===== src/rtl/quadratic_real_roots_defines.svh =====
// ----------------------------------------------------------------------------
// Quadratic real roots: assertion macros
// Concurrent assertion wrappers, empty for synthesis.
// ----------------------------------------------------------------------------
`ifndef QUADRATIC_REAL_ROOTS_DEFINES_SVH
`define QUADRATIC_REAL_ROOTS_DEFINES_SVH
`ifndef SYNTHESIS
`define QRR_ASSERT(label, clk, rst, prop, msg) \
  label: assert property (@(posedge clk) disable iff (rst) prop) else $error(msg);
`define QRR_ASSERT_NR(label, clk, prop, msg) \
  label: assert property (@(posedge clk) prop) else $error(msg);
`else
`define QRR_ASSERT(label, clk, rst, prop, msg)
`define QRR_ASSERT_NR(label, clk, prop, msg)
`endif
`endif


===== src/rtl/qrr_pkg.sv =====
// ----------------------------------------------------------------------------
// Quadratic real roots package
// Widths, status codes and the control word that travels down the chain.
// ----------------------------------------------------------------------------
`default_nettype none
package qrr_pkg;
  localparam int COEF_BITS_DEF = 16;
  localparam int FRAC_BITS_DEF = 16;

  localparam logic [1:0] ST_OK      = 2'd0;
  localparam logic [1:0] ST_NEG     = 2'd1;
  localparam logic [1:0] ST_A_ZERO  = 2'd2;

  typedef struct packed {
    logic       valid;
    logic [1:0] status;
  } qrr_ctl_t;
endpackage
`default_nettype wire


===== src/rtl/qrr_sqrt_cell.sv =====
// ----------------------------------------------------------------------------
// Square root cell
// One restoring step of the digit-by-digit square root: takes two radicand
// bits, sets one root bit, and registers everything for the next cell.
// ----------------------------------------------------------------------------
`default_nettype none
module qrr_sqrt_cell #(
  parameter int RW  = 34,  // radicand bits held (shifted left two per cell)
  parameter int QW  = 33,  // root width (remainder is two bits wider)
  parameter int PW  = 128  // width of side payload carried along
) (
  input  wire logic              clk,
  input  wire logic              rst,
  input  wire logic              en,
  input  wire qrr_pkg::qrr_ctl_t ctl_in,
  input  wire logic [RW-1:0]     rad_in,
  input  wire logic [QW-1:0]     root_in,
  input  wire logic [QW+1:0]     rem_in,
  input  wire logic [PW-1:0]     pay_in,
  output qrr_pkg::qrr_ctl_t      ctl_out,
  output logic [RW-1:0]          rad_out,
  output logic [QW-1:0]          root_out,
  output logic [QW+1:0]          rem_out,
  output logic [PW-1:0]          pay_out
);
  import qrr_pkg::*;

  logic [QW+1:0] rem_sh;
  logic [QW+1:0] trial;
  logic          take;

  always_comb begin
    rem_sh = {rem_in[QW-1:0], rad_in[RW-1 -: 2]};
    trial  = {root_in, 2'b01};
    take   = rem_sh >= trial;
  end

  // Hold everything while the chain is stalled.
  always_ff @(posedge clk) begin
    if (rst) begin
      ctl_out <= '0;
    end else if (en) begin
      ctl_out <= ctl_in;
    end
    if (en) begin
      rad_out  <= {rad_in[RW-3:0], 2'b00};
      root_out <= {root_in[QW-2:0], take};
      rem_out  <= take ? rem_sh - trial : rem_sh;
      pay_out  <= pay_in;
    end
  end
endmodule
`default_nettype wire


===== config.mk =====
export PLATFORM = sky130hd
export DESIGN_NAME = qrr_sqrt_cell
export DESIGN_NICKNAME = d
export VERILOG_FILES = /design/src/rtl/quadratic_real_roots_defines.svh /design/src/rtl/qrr_pkg.sv /design/src/rtl/qrr_sqrt_cell.sv
export SDC_FILE = /design/constraint.sdc
export NUM_CORES = 1
export LEC_CHECK = 0
export BUFFER_PORTS_ARGS = -buffer_cell sky130_fd_sc_hd__buf_2
export CORE_ASPECT_RATIO = 0.5
export CORE_MARGIN = 2
export CORE_UTILIZATION = 34
export DETAILED_ROUTE_END_ITERATION = 8
export GPL_TIMING_DRIVEN = 0
export HOLD_SLACK_MARGIN = 0.05
export PLACE_DENSITY = 0.73
export SLEW_MARGIN = 10
export SYNTH_ARGS = -nofsm -noshare
export SYNTH_HDL_FRONTEND = slang
export SYNTH_SLANG_ARGS = --single-unit

===== constraint.sdc =====
create_clock -name clk -period 2.9 [get_ports clk]
set_input_delay 0.435 -clock clk [delete_from_list [all_inputs] [get_ports clk]]
set_output_delay 0.435 -clock clk [all_outputs]
set_load 0.1 [all_outputs]

# [Word level (Yosys, flattened, before mapping)]
# Index checks and enable logic that the tools add are counted.
# Widths: inputs -> output; s select.
[word_totals] register_bits=231 inputBits=236 word_cells=9
[classes] n_addsub=1 magnitude_cmp=1 mux=1
[ops] cell="$ge 35x35->1" count=1
[ops] cell="$mux 35" count=1
[ops] cell="$sub 35x35->35" count=1

# [Longest topological paths before layout]
[depth] depth_word=2 mapped_depth=13 depth_no_buf=11

# [Worst setup path after synthesis]
# No wires, ideal clock.
[synth_timing] path_kind="in2reg" startpoint="input port root_in[0]" endpoint="register rem_out[25], data pin" setup_ns=0.259 t_arrival_ns=2.365 path_slack_ns=0.276 cell_stages=10 path_buffers=0 cell_sequence="inv_1 -> ha_1 -> o211ai_1 -> o21ai_2 -> o2111ai_1 -> a21oi_1 -> or4b_4 -> a31oi_2 -> xor2_1 -> o21ai_1"
[synth_between] elab_chain_len=2
[synth_lines] item="start, declared" line="qrr_sqrt_cell.sv:17" text="input wire logic [QW-1:0] root_in,"
[synth_lines] item="$sub 35x35->35 / $ge 35x35->1 (equally long branches)" line="qrr_sqrt_cell.sv:48, qrr_sqrt_cell.sv:35"
[synth_lines] item="$mux 35 *" line="qrr_sqrt_cell.sv:48" text="rem_out <= take ? rem_sh - trial : rem_sh;"
[synth_lines] item="end signal, assigned" line="qrr_sqrt_cell.sv:48"
[synth_lines] item="end, declared" line="qrr_sqrt_cell.sv:23" text="output logic [QW+1:0] rem_out,"
# Every way passes the cells marked *; elsewhere a longest branch is shown, timed or not.
# A chain may end at the register's enable or synchronous reset.

# [Worst setup path after layout]
[layout_timing] startpoint="input port root_in[14]" endpoint="register rem_out[20], data pin"
[layout_between] elab_chain_len=2
[layout_lines] item="$ge 35x35->1" line="qrr_sqrt_cell.sv:35" text="take = rem_sh >= trial;"
[layout_lines] item="named net take" line="qrr_sqrt_cell.sv:30" text="logic take;"
[layout_lines] item="$mux 35" line="qrr_sqrt_cell.sv:48"
# The timed path passes the listed nets, and every way through them passes these cells.

==> reports/summary.txt <==
DR WL met3: 1.59 mm
crit path DAT: 2970 ps
commonest non-fill, non-tap cells in the layout: 466 x buf_2, 228 x edfxtp_1, 51 x a21oi_1, 43 x inv_1
Yosys top cell by area: edfxtp_1
first-pass GRT wire length: 39.8 mm
# resized after CTS: 0
clk root buf: clkbuf_16
Max Used Layer: met4
setup slack after layout: 150 ps
Seq/Total Area, Yosys: 0.727
core area: 27600 sq um
#FFs+latches synth: 231
H-tree depth: 1
Peak VDD IR: 0.423 mV
EDFF count, synth: 228
Clock Skew: 0 ps
Layout Nets: 1393
CP max stage delay: 470 ps
Reg2Reg Setup Slack: 2280 ps
Max Clock Freq: 364 MHz
Hold Startpoint: pay_in[93]
synthesized netlist cell count: 632
Final Total Pwr: 0.0103 W
clock tree buffer depth: 3
Worst Path Required: 3120 ps
WL met1: 11.4 mm
commonest non-fill, non-tap cell in the layout: buf_2
WHS: 95.1 ps
RSZ-0062 raised after global routing: no
remaining global-route overflow: 0
Placed Area: 12300 sq um
Top FF cell, synth: edfxtp_1
DR vias/cell: 4.77
R2R Path Start: ctl_out[1]
Routed WL: 28.1 mm
initial core utilization: 0.344
count of port buffers added during placement: 464
Setup TNS: 0 ps
Hold Buf Count CTS: 0
clk sink count: 231
top post-synthesis cells by area: edfxtp_1 72%, ha_1 4.6%, a21oi_1 2.7%
Placer Congestion: 0.870
r2r endpoint: ctl_out[1]
row count: 43
worst-path fanout max: 10
fin crit period: 2750 ps
iteration count of the initial detailed-routing pass: 5
TritonCTS clock tree: yes
hold depth: 1
Fin. Hold Viols: 0
IO Count: 469
via count: 7261
Tcrit/Tclk final: 0.948
Final Max Tran Viols: 0
Buf/Inv on CP: 4
Syn-to-layout area delta: 37.4%
crit start category: input pin
cells on worst reg2reg path: 2
Avg Synthesized Cell Area: 15.0 sq um
vias in the first global route: 7137
Post-DP HPWL: 21.9 mm
Synth top area share: 0.720
share of layout cells above drive strength 1: 0.466
met2 WL post-DR: 14.7 mm
Slowest cell on crit path: clkbuf_1
Cell Area, Synth: 9510 sq um
Cell variety after synth: 61
worst rel slew slack: 0.392
largest net degree at the start of global routing: 122
Final ANT Viol Nets: 0
crit end category: flop
Final setup violation count: 0
die area: 29400 sq um
FFs w/ async S/R, synth: 0
pwr dens: 787 nW/um^2
P_leak: 5.74 nW
outcome: complete, no violations
Design Area, Final: 13100 sq um
Worst Hold Endpoint: pay_out[93]
CP cell instances: buf_2, inv_1, ha_1, nand4_1, nor3_1, o211ai_1, o211ai_2, a21oi_2, o31a_1, inv_2, clkbuf_1, a21oi_1
drt wl/cell: 18.5 um
maxcap violations: 0
chip height: 122 um
clock-pin transition on the worst setup and hold timing paths: 70 ps
worst hold path type: in -> reg
DRC Markers: 0
Ys Warns: 0
Worst Setup Path Type: in -> reg
width of the die: 240 um
DRT iter0 DRCs: 515
Slew @ Worst Pin: 912 ps
cell class contributing the biggest share of worst-path delay: compound AO/OA/AOI/OAI gates
clock latency on the worst-skew pair: 510 ps
CTS Buf Count: 22
Overall Global Routing Usage: 0.177
initial antenna violation count: 1
Post-CTS Setup Bufs: 0
Place WS: -329 ps
-- stage by stage --
stage | utilization | instances
after floorplan | - | 633
after global placement | 0.446 | 1479
after detailed placement | 0.447 | 1480
after CTS | 0.473 | 1520
after global routing | 0.473 | 1521
final | 0.473 | 1521
-- cell usage after synthesis, types with 9 or more instances --
master	count
nand3_1	10
a21o_1	16
nor3_1	9
o21ai_0	16
o21ai_1	9
a21oi_1	51
inv_1	43
nor2_1	36
nand2_1	36
xnor2_1	16
edfxtp_1	228
xor2_1	11
ha_1	35
nand4_1	9
-- worst reg2reg max path, stage by stage (launching register included) --
cell     delay, ps
dfxtp_1        320
mux2i_1        130
nor2_1          60
-- cells by family (layout without fill, tap and decap cells) --
| logic type | count (synthesis) | after routing | share of synthesized area |
|---|---|---|---|
| other | 1 | 3 | 0.000395 |
| adders and majority gates | 35 | 35 | 0.0461 |
| muxes | 4 | 4 | 0.00434 |
| and+or+nand+nor | 127 | 127 | 0.0654 |
| AOI/OAI and AO/OA | 147 | 147 | 0.103 |
| buffers and inverters | 60 | 565 | 0.0288 |
| xor gates and xnor gates | 27 | 27 | 0.0249 |
| DFF | 231 | 231 | 0.727 |
-- where the power goes --
| group | internal, W | switching, W | total, W |
|---|---|---|---|
| Combinational | 0.000558 | 0.00277 | 0.00333 |
| Clock | 0.00159 | 0.00126 | 0.00285 |
| Sequential | 0.00401 | 0.0000782 | 0.00409 |
| Total | 0.00617 | 0.00411 | 0.0103 |
-- routing by layer --
layer | GRT usage | vias to the layer above
met3 | 0.0409 | 34
met1 | 0.220 | 3607
li1 | - | 3383
met5 | 0 | -
met2 | 0.314 | 237
met4 | 0.0419 | 0
-- flip-flops by register name, indices dropped and copies added (netlist names) --
signal    cells
root_out     33
pay_out     128
rem_out      35
ctl_out       3
rad_out      32
-- layout make-up --
class                           instances  area (sq um)
Fill cell                            2473         14500
Sequential cell                       231          6910
Timing Repair Buffer                  465          2360
Multi-Input combinational cell        342          2330
Clock buffer                           26           566
Tap cell                              382           478
Inverter                               44           165
Clock inverter                         14           141
Buffer                                 16           109
Antenna cell                            1          2.50
-- how the worst max path moves through the flow --
stage                startpoint          end  slack (ps)  depth (start not counted)
floorplan            root_in[0]  rem_out[25]         280                         10
global placement             en   ctl_out[0]       -1610                          3
detailed placement  root_in[14]  rem_out[18]        -330                         12
CTS                 root_in[14]  rem_out[18]         200                         12
global route        root_in[14]  rem_out[20]          20                         12
finish              root_in[14]  rem_out[20]         150                         12
No activity file was read; power rests on OpenSTA's default activity.
