`src/rtl/quadratic_real_roots_defines.svh`:
```
// ----------------------------------------------------------------------------
// Quadratic real roots: assertion macros
// Concurrent assertion wrappers, empty for synthesis.
// ----------------------------------------------------------------------------
`ifndef QUADRATIC_REAL_ROOTS_DEFINES_SVH
`define QUADRATIC_REAL_ROOTS_DEFINES_SVH
`ifndef SYNTHESIS
`define QRR_ASSERT(label, clk, rst, prop, msg) \
  label: assert property (@(posedge clk) disable iff (rst) prop) else $error(msg);
`define QRR_ASSERT_NR(label, clk, prop, msg) \
  label: assert property (@(posedge clk) prop) else $error(msg);
`else
`define QRR_ASSERT(label, clk, rst, prop, msg)
`define QRR_ASSERT_NR(label, clk, prop, msg)
`endif
`endif

```
`src/rtl/qrr_pkg.sv`:
```
// ----------------------------------------------------------------------------
// Quadratic real roots package
// Widths, status codes and the control word that travels down the chain.
// ----------------------------------------------------------------------------
`default_nettype none
package qrr_pkg;
  localparam int COEF_BITS_DEF = 16;
  localparam int FRAC_BITS_DEF = 16;

  localparam logic [1:0] ST_OK      = 2'd0;
  localparam logic [1:0] ST_NEG     = 2'd1;
  localparam logic [1:0] ST_A_ZERO  = 2'd2;

  typedef struct packed {
    logic       valid;
    logic [1:0] status;
  } qrr_ctl_t;
endpackage
`default_nettype wire

```
`src/rtl/qrr_div_cell.sv`:
```
// ----------------------------------------------------------------------------
// Divider cell
// One restoring step of an unsigned division for two quotients in parallel:
// shifts one dividend bit into each partial remainder and trial-subtracts.
// ----------------------------------------------------------------------------
`default_nettype none
module qrr_div_cell #(
  parameter int NW = 50,  // dividend / quotient width
  parameter int DW = 17,  // divisor width
  parameter int PW = 8    // side payload width
) (
  input  wire logic              clk,
  input  wire logic              rst,
  input  wire logic              en,
  input  wire qrr_pkg::qrr_ctl_t ctl_in,
  input  wire logic [DW-1:0]     den_in,
  input  wire logic [NW-1:0]     qp_in,   // dividend bits shifting out, quotient in
  input  wire logic [DW:0]       rp_in,
  input  wire logic [NW-1:0]     qm_in,
  input  wire logic [DW:0]       rm_in,
  input  wire logic [PW-1:0]     pay_in,
  output qrr_pkg::qrr_ctl_t      ctl_out,
  output logic [DW-1:0]          den_out,
  output logic [NW-1:0]          qp_out,
  output logic [DW:0]            rp_out,
  output logic [NW-1:0]          qm_out,
  output logic [DW:0]            rm_out,
  output logic [PW-1:0]          pay_out
);
  import qrr_pkg::*;

  logic [DW+1:0] tp, tm;
  logic [DW+1:0] dx;

  always_comb begin
    dx = {1'b0, 1'b0, den_in};
    tp = {rp_in, qp_in[NW-1]};
    tm = {rm_in, qm_in[NW-1]};
  end

  // Hold everything while the chain is stalled.
  always_ff @(posedge clk) begin
    if (rst) begin
      ctl_out <= '0;
    end else if (en) begin
      ctl_out <= ctl_in;
    end
    if (en) begin
      den_out <= den_in;
      pay_out <= pay_in;
      if (tp >= dx) begin
        rp_out <= DW'(tp - dx) == '0 ? '0 : (DW+1)'(tp - dx);
        qp_out <= {qp_in[NW-2:0], 1'b1};
      end else begin
        rp_out <= (DW+1)'(tp);
        qp_out <= {qp_in[NW-2:0], 1'b0};
      end
      if (tm >= dx) begin
        rm_out <= (DW+1)'(tm - dx);
        qm_out <= {qm_in[NW-2:0], 1'b1};
      end else begin
        rm_out <= (DW+1)'(tm);
        qm_out <= {qm_in[NW-2:0], 1'b0};
      end
    end
  end
endmodule
`default_nettype wire

```
`config.mk`:
```
export PLATFORM = sky130hd
export DESIGN_NAME = qrr_div_cell
export DESIGN_NICKNAME = d
export VERILOG_FILES = /design/src/rtl/quadratic_real_roots_defines.svh /design/src/rtl/qrr_pkg.sv /design/src/rtl/qrr_div_cell.sv
export SDC_FILE = /design/constraint.sdc
export NUM_CORES = 1
export LEC_CHECK = 0
export BUFFER_PORTS_ARGS = -buffer_cell sky130_fd_sc_hd__buf_2
export CAP_MARGIN = 20
export CORE_MARGIN = 2
export CORE_UTILIZATION = 42
export CTS_CLUSTER_DIAMETER = 30
export DETAILED_ROUTE_END_ITERATION = 10
export HOLD_SLACK_MARGIN = 0.05
export PLACE_DENSITY = 0.76
export RECOVER_POWER = 100
export SLEW_MARGIN = 0
export SYNTH_ARGS = -nofsm -noshare
export SYNTH_HDL_FRONTEND = slang
export SYNTH_SLANG_ARGS = --single-unit
```
`constraint.sdc`:
```
create_clock -name clk -period 2.62 [get_ports clk]
set_input_delay 0 -clock clk [delete_from_list [all_inputs] [get_ports clk]]
set_output_delay 0 -clock clk [all_outputs]
set_load 0.1 [all_outputs]
```
**Word-level counts from Yosys, hierarchy flattened**

Index checks and enable logic that the tools add are counted.

- Word-level logic and storage cells: 18
- Input bits: 167
- Bits in registers: 164

- Mux-type cells: 5
- Reduce and logical (&&, ||, !) cells: 1
- $add $sub $neg: 2
- Order comparisons: 2

Operators by type and width:

| cell | number |
|---|---|
| $mux W18 | 3 |
| $ge A19 B17 Y1 | 2 |
| $sub A18 B17 Y18 | 2 |
| $logic_not A17 Y1 | 1 |
| $mux W1 | 2 |

**Longest topological paths before layout**

- Word-level depth: 4
- Gate-level depth with buffers: 12

**Worst setup path after synthesis**

Ideal clock, no wire load.

- Path type: input to register
- From: input port qp_in[49]
- To: register rp_out[17], data pin
- Stages on the path: 12
- Path buffers: 0
- Arrival time: 2.257 ns
- Setup slack: 0.099 ns
- Setup time: 0.264 ns
- Data required time: 2.356 ns
- Cells stage by stage: inv_1 -> ha_1 -> inv_1 -> fa_1 -> a21o_1 -> a22oi_2 -> o311ai_1 -> a31oi_2 -> o21bai_1 -> o41a_1 -> xor2_1 -> o41a_1

- Word-level cells in the longest chain between the ends: 4
- Elaborated cells between the ends (all ways): 5
- Those cells by class: 1 x add/sub; 1 x order compare; 2 x mux; 1 x reduce/logical

RTL lines:

| item | line | RTL |
|---|---|---|
| start: declaration | qrr_div_cell.sv:17 | `input wire logic [NW-1:0] qp_in,` |
| $sub A18 B17 Y18 | qrr_div_cell.sv:52 | `rp_out <= DW'(tp - dx) == '0 ? '0 : (DW+1)'(tp - dx);` |
| $logic_not A17 Y1 | qrr_div_cell.sv:52 |  |
| $mux W18 | qrr_div_cell.sv:52 |  |
| $mux W18 (*) | qrr_div_cell.sv:51 | `if (tp >= dx) begin` |
| end signal: assignment | qrr_div_cell.sv:52 |  |
| end signal: assignment | qrr_div_cell.sv:55 | `rp_out <= (DW+1)'(tp);` |
| end: declaration | qrr_div_cell.sv:25 | `output logic [DW:0] rp_out,` |

Mark *: on every way between the ends. The rest lies on a longest branch, timed or not.
A chain may end at the register's enable or synchronous reset.

**Final worst setup path**

- From: input port qm_in[49]
- To: register rm_out[14], data pin

- Word-level cells in the longest chain between the ends: 2
- Elaborated cells between the ends (all ways): 3
- Those cells by class: 1 x add/sub; 1 x order compare; 1 x mux

RTL lines:

| item | line | RTL |
|---|---|---|
| start: declaration | qrr_div_cell.sv:19 | `input wire logic [NW-1:0] qm_in,` |
| $sub A18 B17 Y18 or $ge A19 B17 Y1 (tied branches) | qrr_div_cell.sv:59, qrr_div_cell.sv:58 |  |
| $mux W18 (*) | qrr_div_cell.sv:58 | `if (tm >= dx) begin` |
| end signal: assignment | qrr_div_cell.sv:59 | `rm_out <= (DW+1)'(tm - dx);` |
| end signal: assignment | qrr_div_cell.sv:62 | `rm_out <= (DW+1)'(tm);` |
| end: declaration | qrr_div_cell.sv:27 | `output logic [DW:0] rm_out,` |

Marked as above.

==> metrics.md <==
| Metric | Value |
|---|---|
| Most used DFF post-synth | `edfxtp_1` |
| Synth-to-Final Area Change | `60.25%` |
| Drt first-iter violations | `372` |
| Pwr/cell area | `773.9 nW/um2` |
| Antenna-violating nets left | `0` |
| Post-Syn Nets | `682` |
| Final Setup Violations | `0` |
| Initial Util | `42.82%` |
| Max_cap viols | `1` |
| Critical Path Source Type | `input port` |
| Global route overflow | `0` |
| Total CTS buffers | `17` |
| Final wirelength | `23540 um` |
| DIE HEIGHT | `134.0 um` |
| Combinational Power Share | `35.3%` |
| Wirelength per Cell | `18.79 um` |
| Post-synth EDFFs | `161` |
| Sinks on Clock Net | `164` |
| Share of cells above drive strength 1 | `24.35%` |
| Via Count | `6227` |
| H-tree depth | `4` |
| CTS root buf | `clkbuf_16` |
| Detailed-placement wirelength estimate | `14740 um` |
| Fmax | `385.7 MHz` |
| Via density per instance | `4.970` |
| Hold path start | `rp_in[0]` |
| Setup Crit Path Kind | `input port to flop` |
| Row cnt | `47` |
| Violated checks | `capacitance limit, slew limit` |
| First-pass GRT wire length | `34780 um` |
| Data required time at the worst endpoint | `2.80 ns` |
| Fin. max-slew vios | `65` |
| Leakage | `0.004522 uW` |
| Critical Path Sink Type | `flop` |
| Worst-Margin Slew | `1.657 ns` |
| Slew Limit Headroom | `-10.48%` |
| Longest Clk Path Bufs | `2` |
| Yosys cell types | `51` |
| Status | `finished with violations` |
| Drt first pass iters | `5` |
| Die area | `17970 um2` |
| Final hold vios | `0` |
| Cell Area, Synth | `7102 um2` |
| Final worst path period share | `98.96%` |
| Worst-path fanout max | `3` |
| Internal power | `5115 uW` |
| Gr usage total | `25.42%` |
| Die X | `134.0 um` |
| Clock network fraction of design power | `27.6%` |
| Cells after Synth | `478` |
| Total Power | `8807 uW` |
| Synth Area per Inst | `14.86 um2` |
| FF-to-FF Start | `ctl_out[1]` |
| Hold WC Path Type | `input port to flop` |
| PortBufs | `330` |
| Number of global-route vias before repair | `6586` |
| Sw Share | `41.92%` |
| Final Net Count | `1223` |
| IR drop worst, VDD | `0.0005052 V` |
| Synth Register Bits | `164` |
| YS warnings | `0` |
| Drt drc | `0` |
| Worst Skew | `0 ns` |
| Initial antenna violation count | `2` |
| CTS tree | `built` |
| Core area | `16580 um2` |
| Register area share after synthesis | `68.92%` |
| Final core occ | `68.63%` |
| I/O pin cnt | `331` |
| Seq pwr share | `37.1%` |
| Min cycle time layout | `2.593 ns` |
| CP arrival | `2.78 ns` |
| Critical path launch point | `qm_in[49]` |
| Largest net degree at the start of global routing | `66` |
| Clk Latency, worst-skew pair | `0.43 ns` |
| Clk pin slew, worst setup/hold paths | `0.07 ns` |
| Net Sw Power | `3692 uW` |
| Post-synth ARST share | `0%` |
| RePlAce Congestion | `0.8617` |
==> cells in the mapped netlist, drive strengths merged (3+ instances only) <==
cell type / n / share of area, %
o21ai: 10 / 0.70
xnor2: 16 / 2.0
nor3: 6 / 0.42
or2: 3 / 0.26
nand2: 18 / 0.95
mux2i: 4 / 0.56
edfxtp: 161 / 68
o21a: 6 / 0.63
buf: 4 / 0.28
nor2b: 4 / 0.35
o211ai: 3 / 0.32
nand4: 4 / 0.35
a31oi: 4 / 0.44
nor2: 39 / 2.1
a21oi: 38 / 2.7
dfxtp: 3 / 0.85
a31o: 3 / 0.37
xor2: 12 / 1.5
a21o: 10 / 1.1
inv: 27 / 1.4
ha: 35 / 6.2
mux2: 20 / 3.2
nand3: 11 / 0.78
nand2b: 5 / 0.44
==> placed cells by master (no fill, tap or decap), types with 5 or more instances in the layout <==
| master | count |
|---|---|
| a21o_1 | 10 |
| mux2_2 | 13 |
| nand3_1 | 11 |
| xor2_1 | 12 |
| nand2_1 | 17 |
| ha_1 | 28 |
| o21ai_0 | 8 |
| buf_2 | 137 |
| edfxtp_1 | 161 |
| a21oi_1 | 33 |
| o21a_1 | 6 |
| clkbuf_16 | 17 |
| xnor2_1 | 16 |
| buf_4 | 30 |
| inv_1 | 26 |
| nand2b_1 | 5 |
| inv_8 | 5 |
| nor3_1 | 6 |
| nor2_1 | 38 |
| dlygate4sd3_1 | 163 |
| a21oi_2 | 5 |
| mux2_1 | 7 |
| clkbuf_1 | 194 |
==> worst max-delay path, cell delays in order <==
cell	delay, ns
dlygate4sd3_1	0.59
inv_2	0.09
ha_4	0.14
fa_2	0.23
nor2b_2	0.06
o21ai_1	0.14
nand2_1	0.10
a221o_1	0.40
o41ai_4	0.51
o21ai_2	0.12
xnor2_1	0.14
mux2_2	0.26
==> power groups by stage <==
stage,sequential [uW],combinational [uW],clock [uW]
floorplan,5130,475,0
global placement,3290,2880,0
detailed placement,3300,2900,0
CTS,3240,3100,2450
global route,3290,3220,2560
finish,3270,3100,2430
==> registers in the layout (all words and copies together) (netlist names) <==
signal / count
ctl_out: 3
qm_out: 50
rm_out: 18
den_out: 17
rp_out: 18
qp_out: 50
pay_out: 8
==> worst paths after layout <==
kind,to,slack [ns],depth (start not counted)
max reg2reg,ctl_out[1],1.46,3
min,rp_out[1],0.15,3
max,rm_out[14],0.03,12
min reg2reg,ctl_out[2],0.53,2
==> repair_timing <==
action | CTS | global route
hold buffers | 163 | 0
setup endpoints to repair | 0 | 28
buffers inserted | 0 | 3
gates resized for setup | 0 | 32
hold endpoints to repair | 162 | 0
==> area by class of cell <==
class | instances | area [um2]
Clock inverter | 14 | 145.1
Tap cell | 220 | 275.3
Timing Repair Buffer | 528 | 3306
Multi-Input combinational cell | 281 | 2228
Antenna cell | 2 | 5.005
Inverter | 27 | 101.3
Clock buffer | 17 | 425.4
Sequential cell | 164 | 4895
Fill cell | 1235 | 5202
==> per-stage QoR <==
| stage | cell area [um2] | setup TNS [ns] | setup slack [ns] | hold slack (ns) | cells |
|---|---|---|---|---|---|
| after floorplan | 7102 | 0 | 0.09939 | 0.07238 | 478 |
| after global routing | 11380 | -0.08811 | -0.03851 | 0.1472 | 1253 |
| final | 11380 | 0 | 0.02733 | 0.1497 | 1253 |
| after global placement | 9288 | -0.1959 | -0.1724 | 0.1769 | 1056 |
| after detailed placement | 9288 | -0.3407 | -0.2502 | 0.1784 | 1056 |
| after CTS | 11490 | 0 | 0.03314 | 0.08063 | 1250 |
==> logic make-up after synthesis <==
| family | synth area share, % |
|---|---|
| adders and majority gates | 6.730 |
| buffers and inverters | 1.815 |
| xor gates and xnor gates | 3.453 |
| and+or+nand+nor | 6.642 |
| muxes | 3.735 |
| DFF | 68.92 |
| AOI/OAI and AO/OA | 8.703 |
==> per-layer routing <==
layer / wire length, um / GRT usage, % / vias to the layer above
li1: - / - / 2909
met1: 8707 / 27.67 / 2992
met2: 12480 / 46.81 / 275
met3: 1684 / 6.916 / 51
met4: 671 / 10.23 / 0
met5: 0 / 0 / -
No activity file was read; power rests on OpenSTA's default activity.
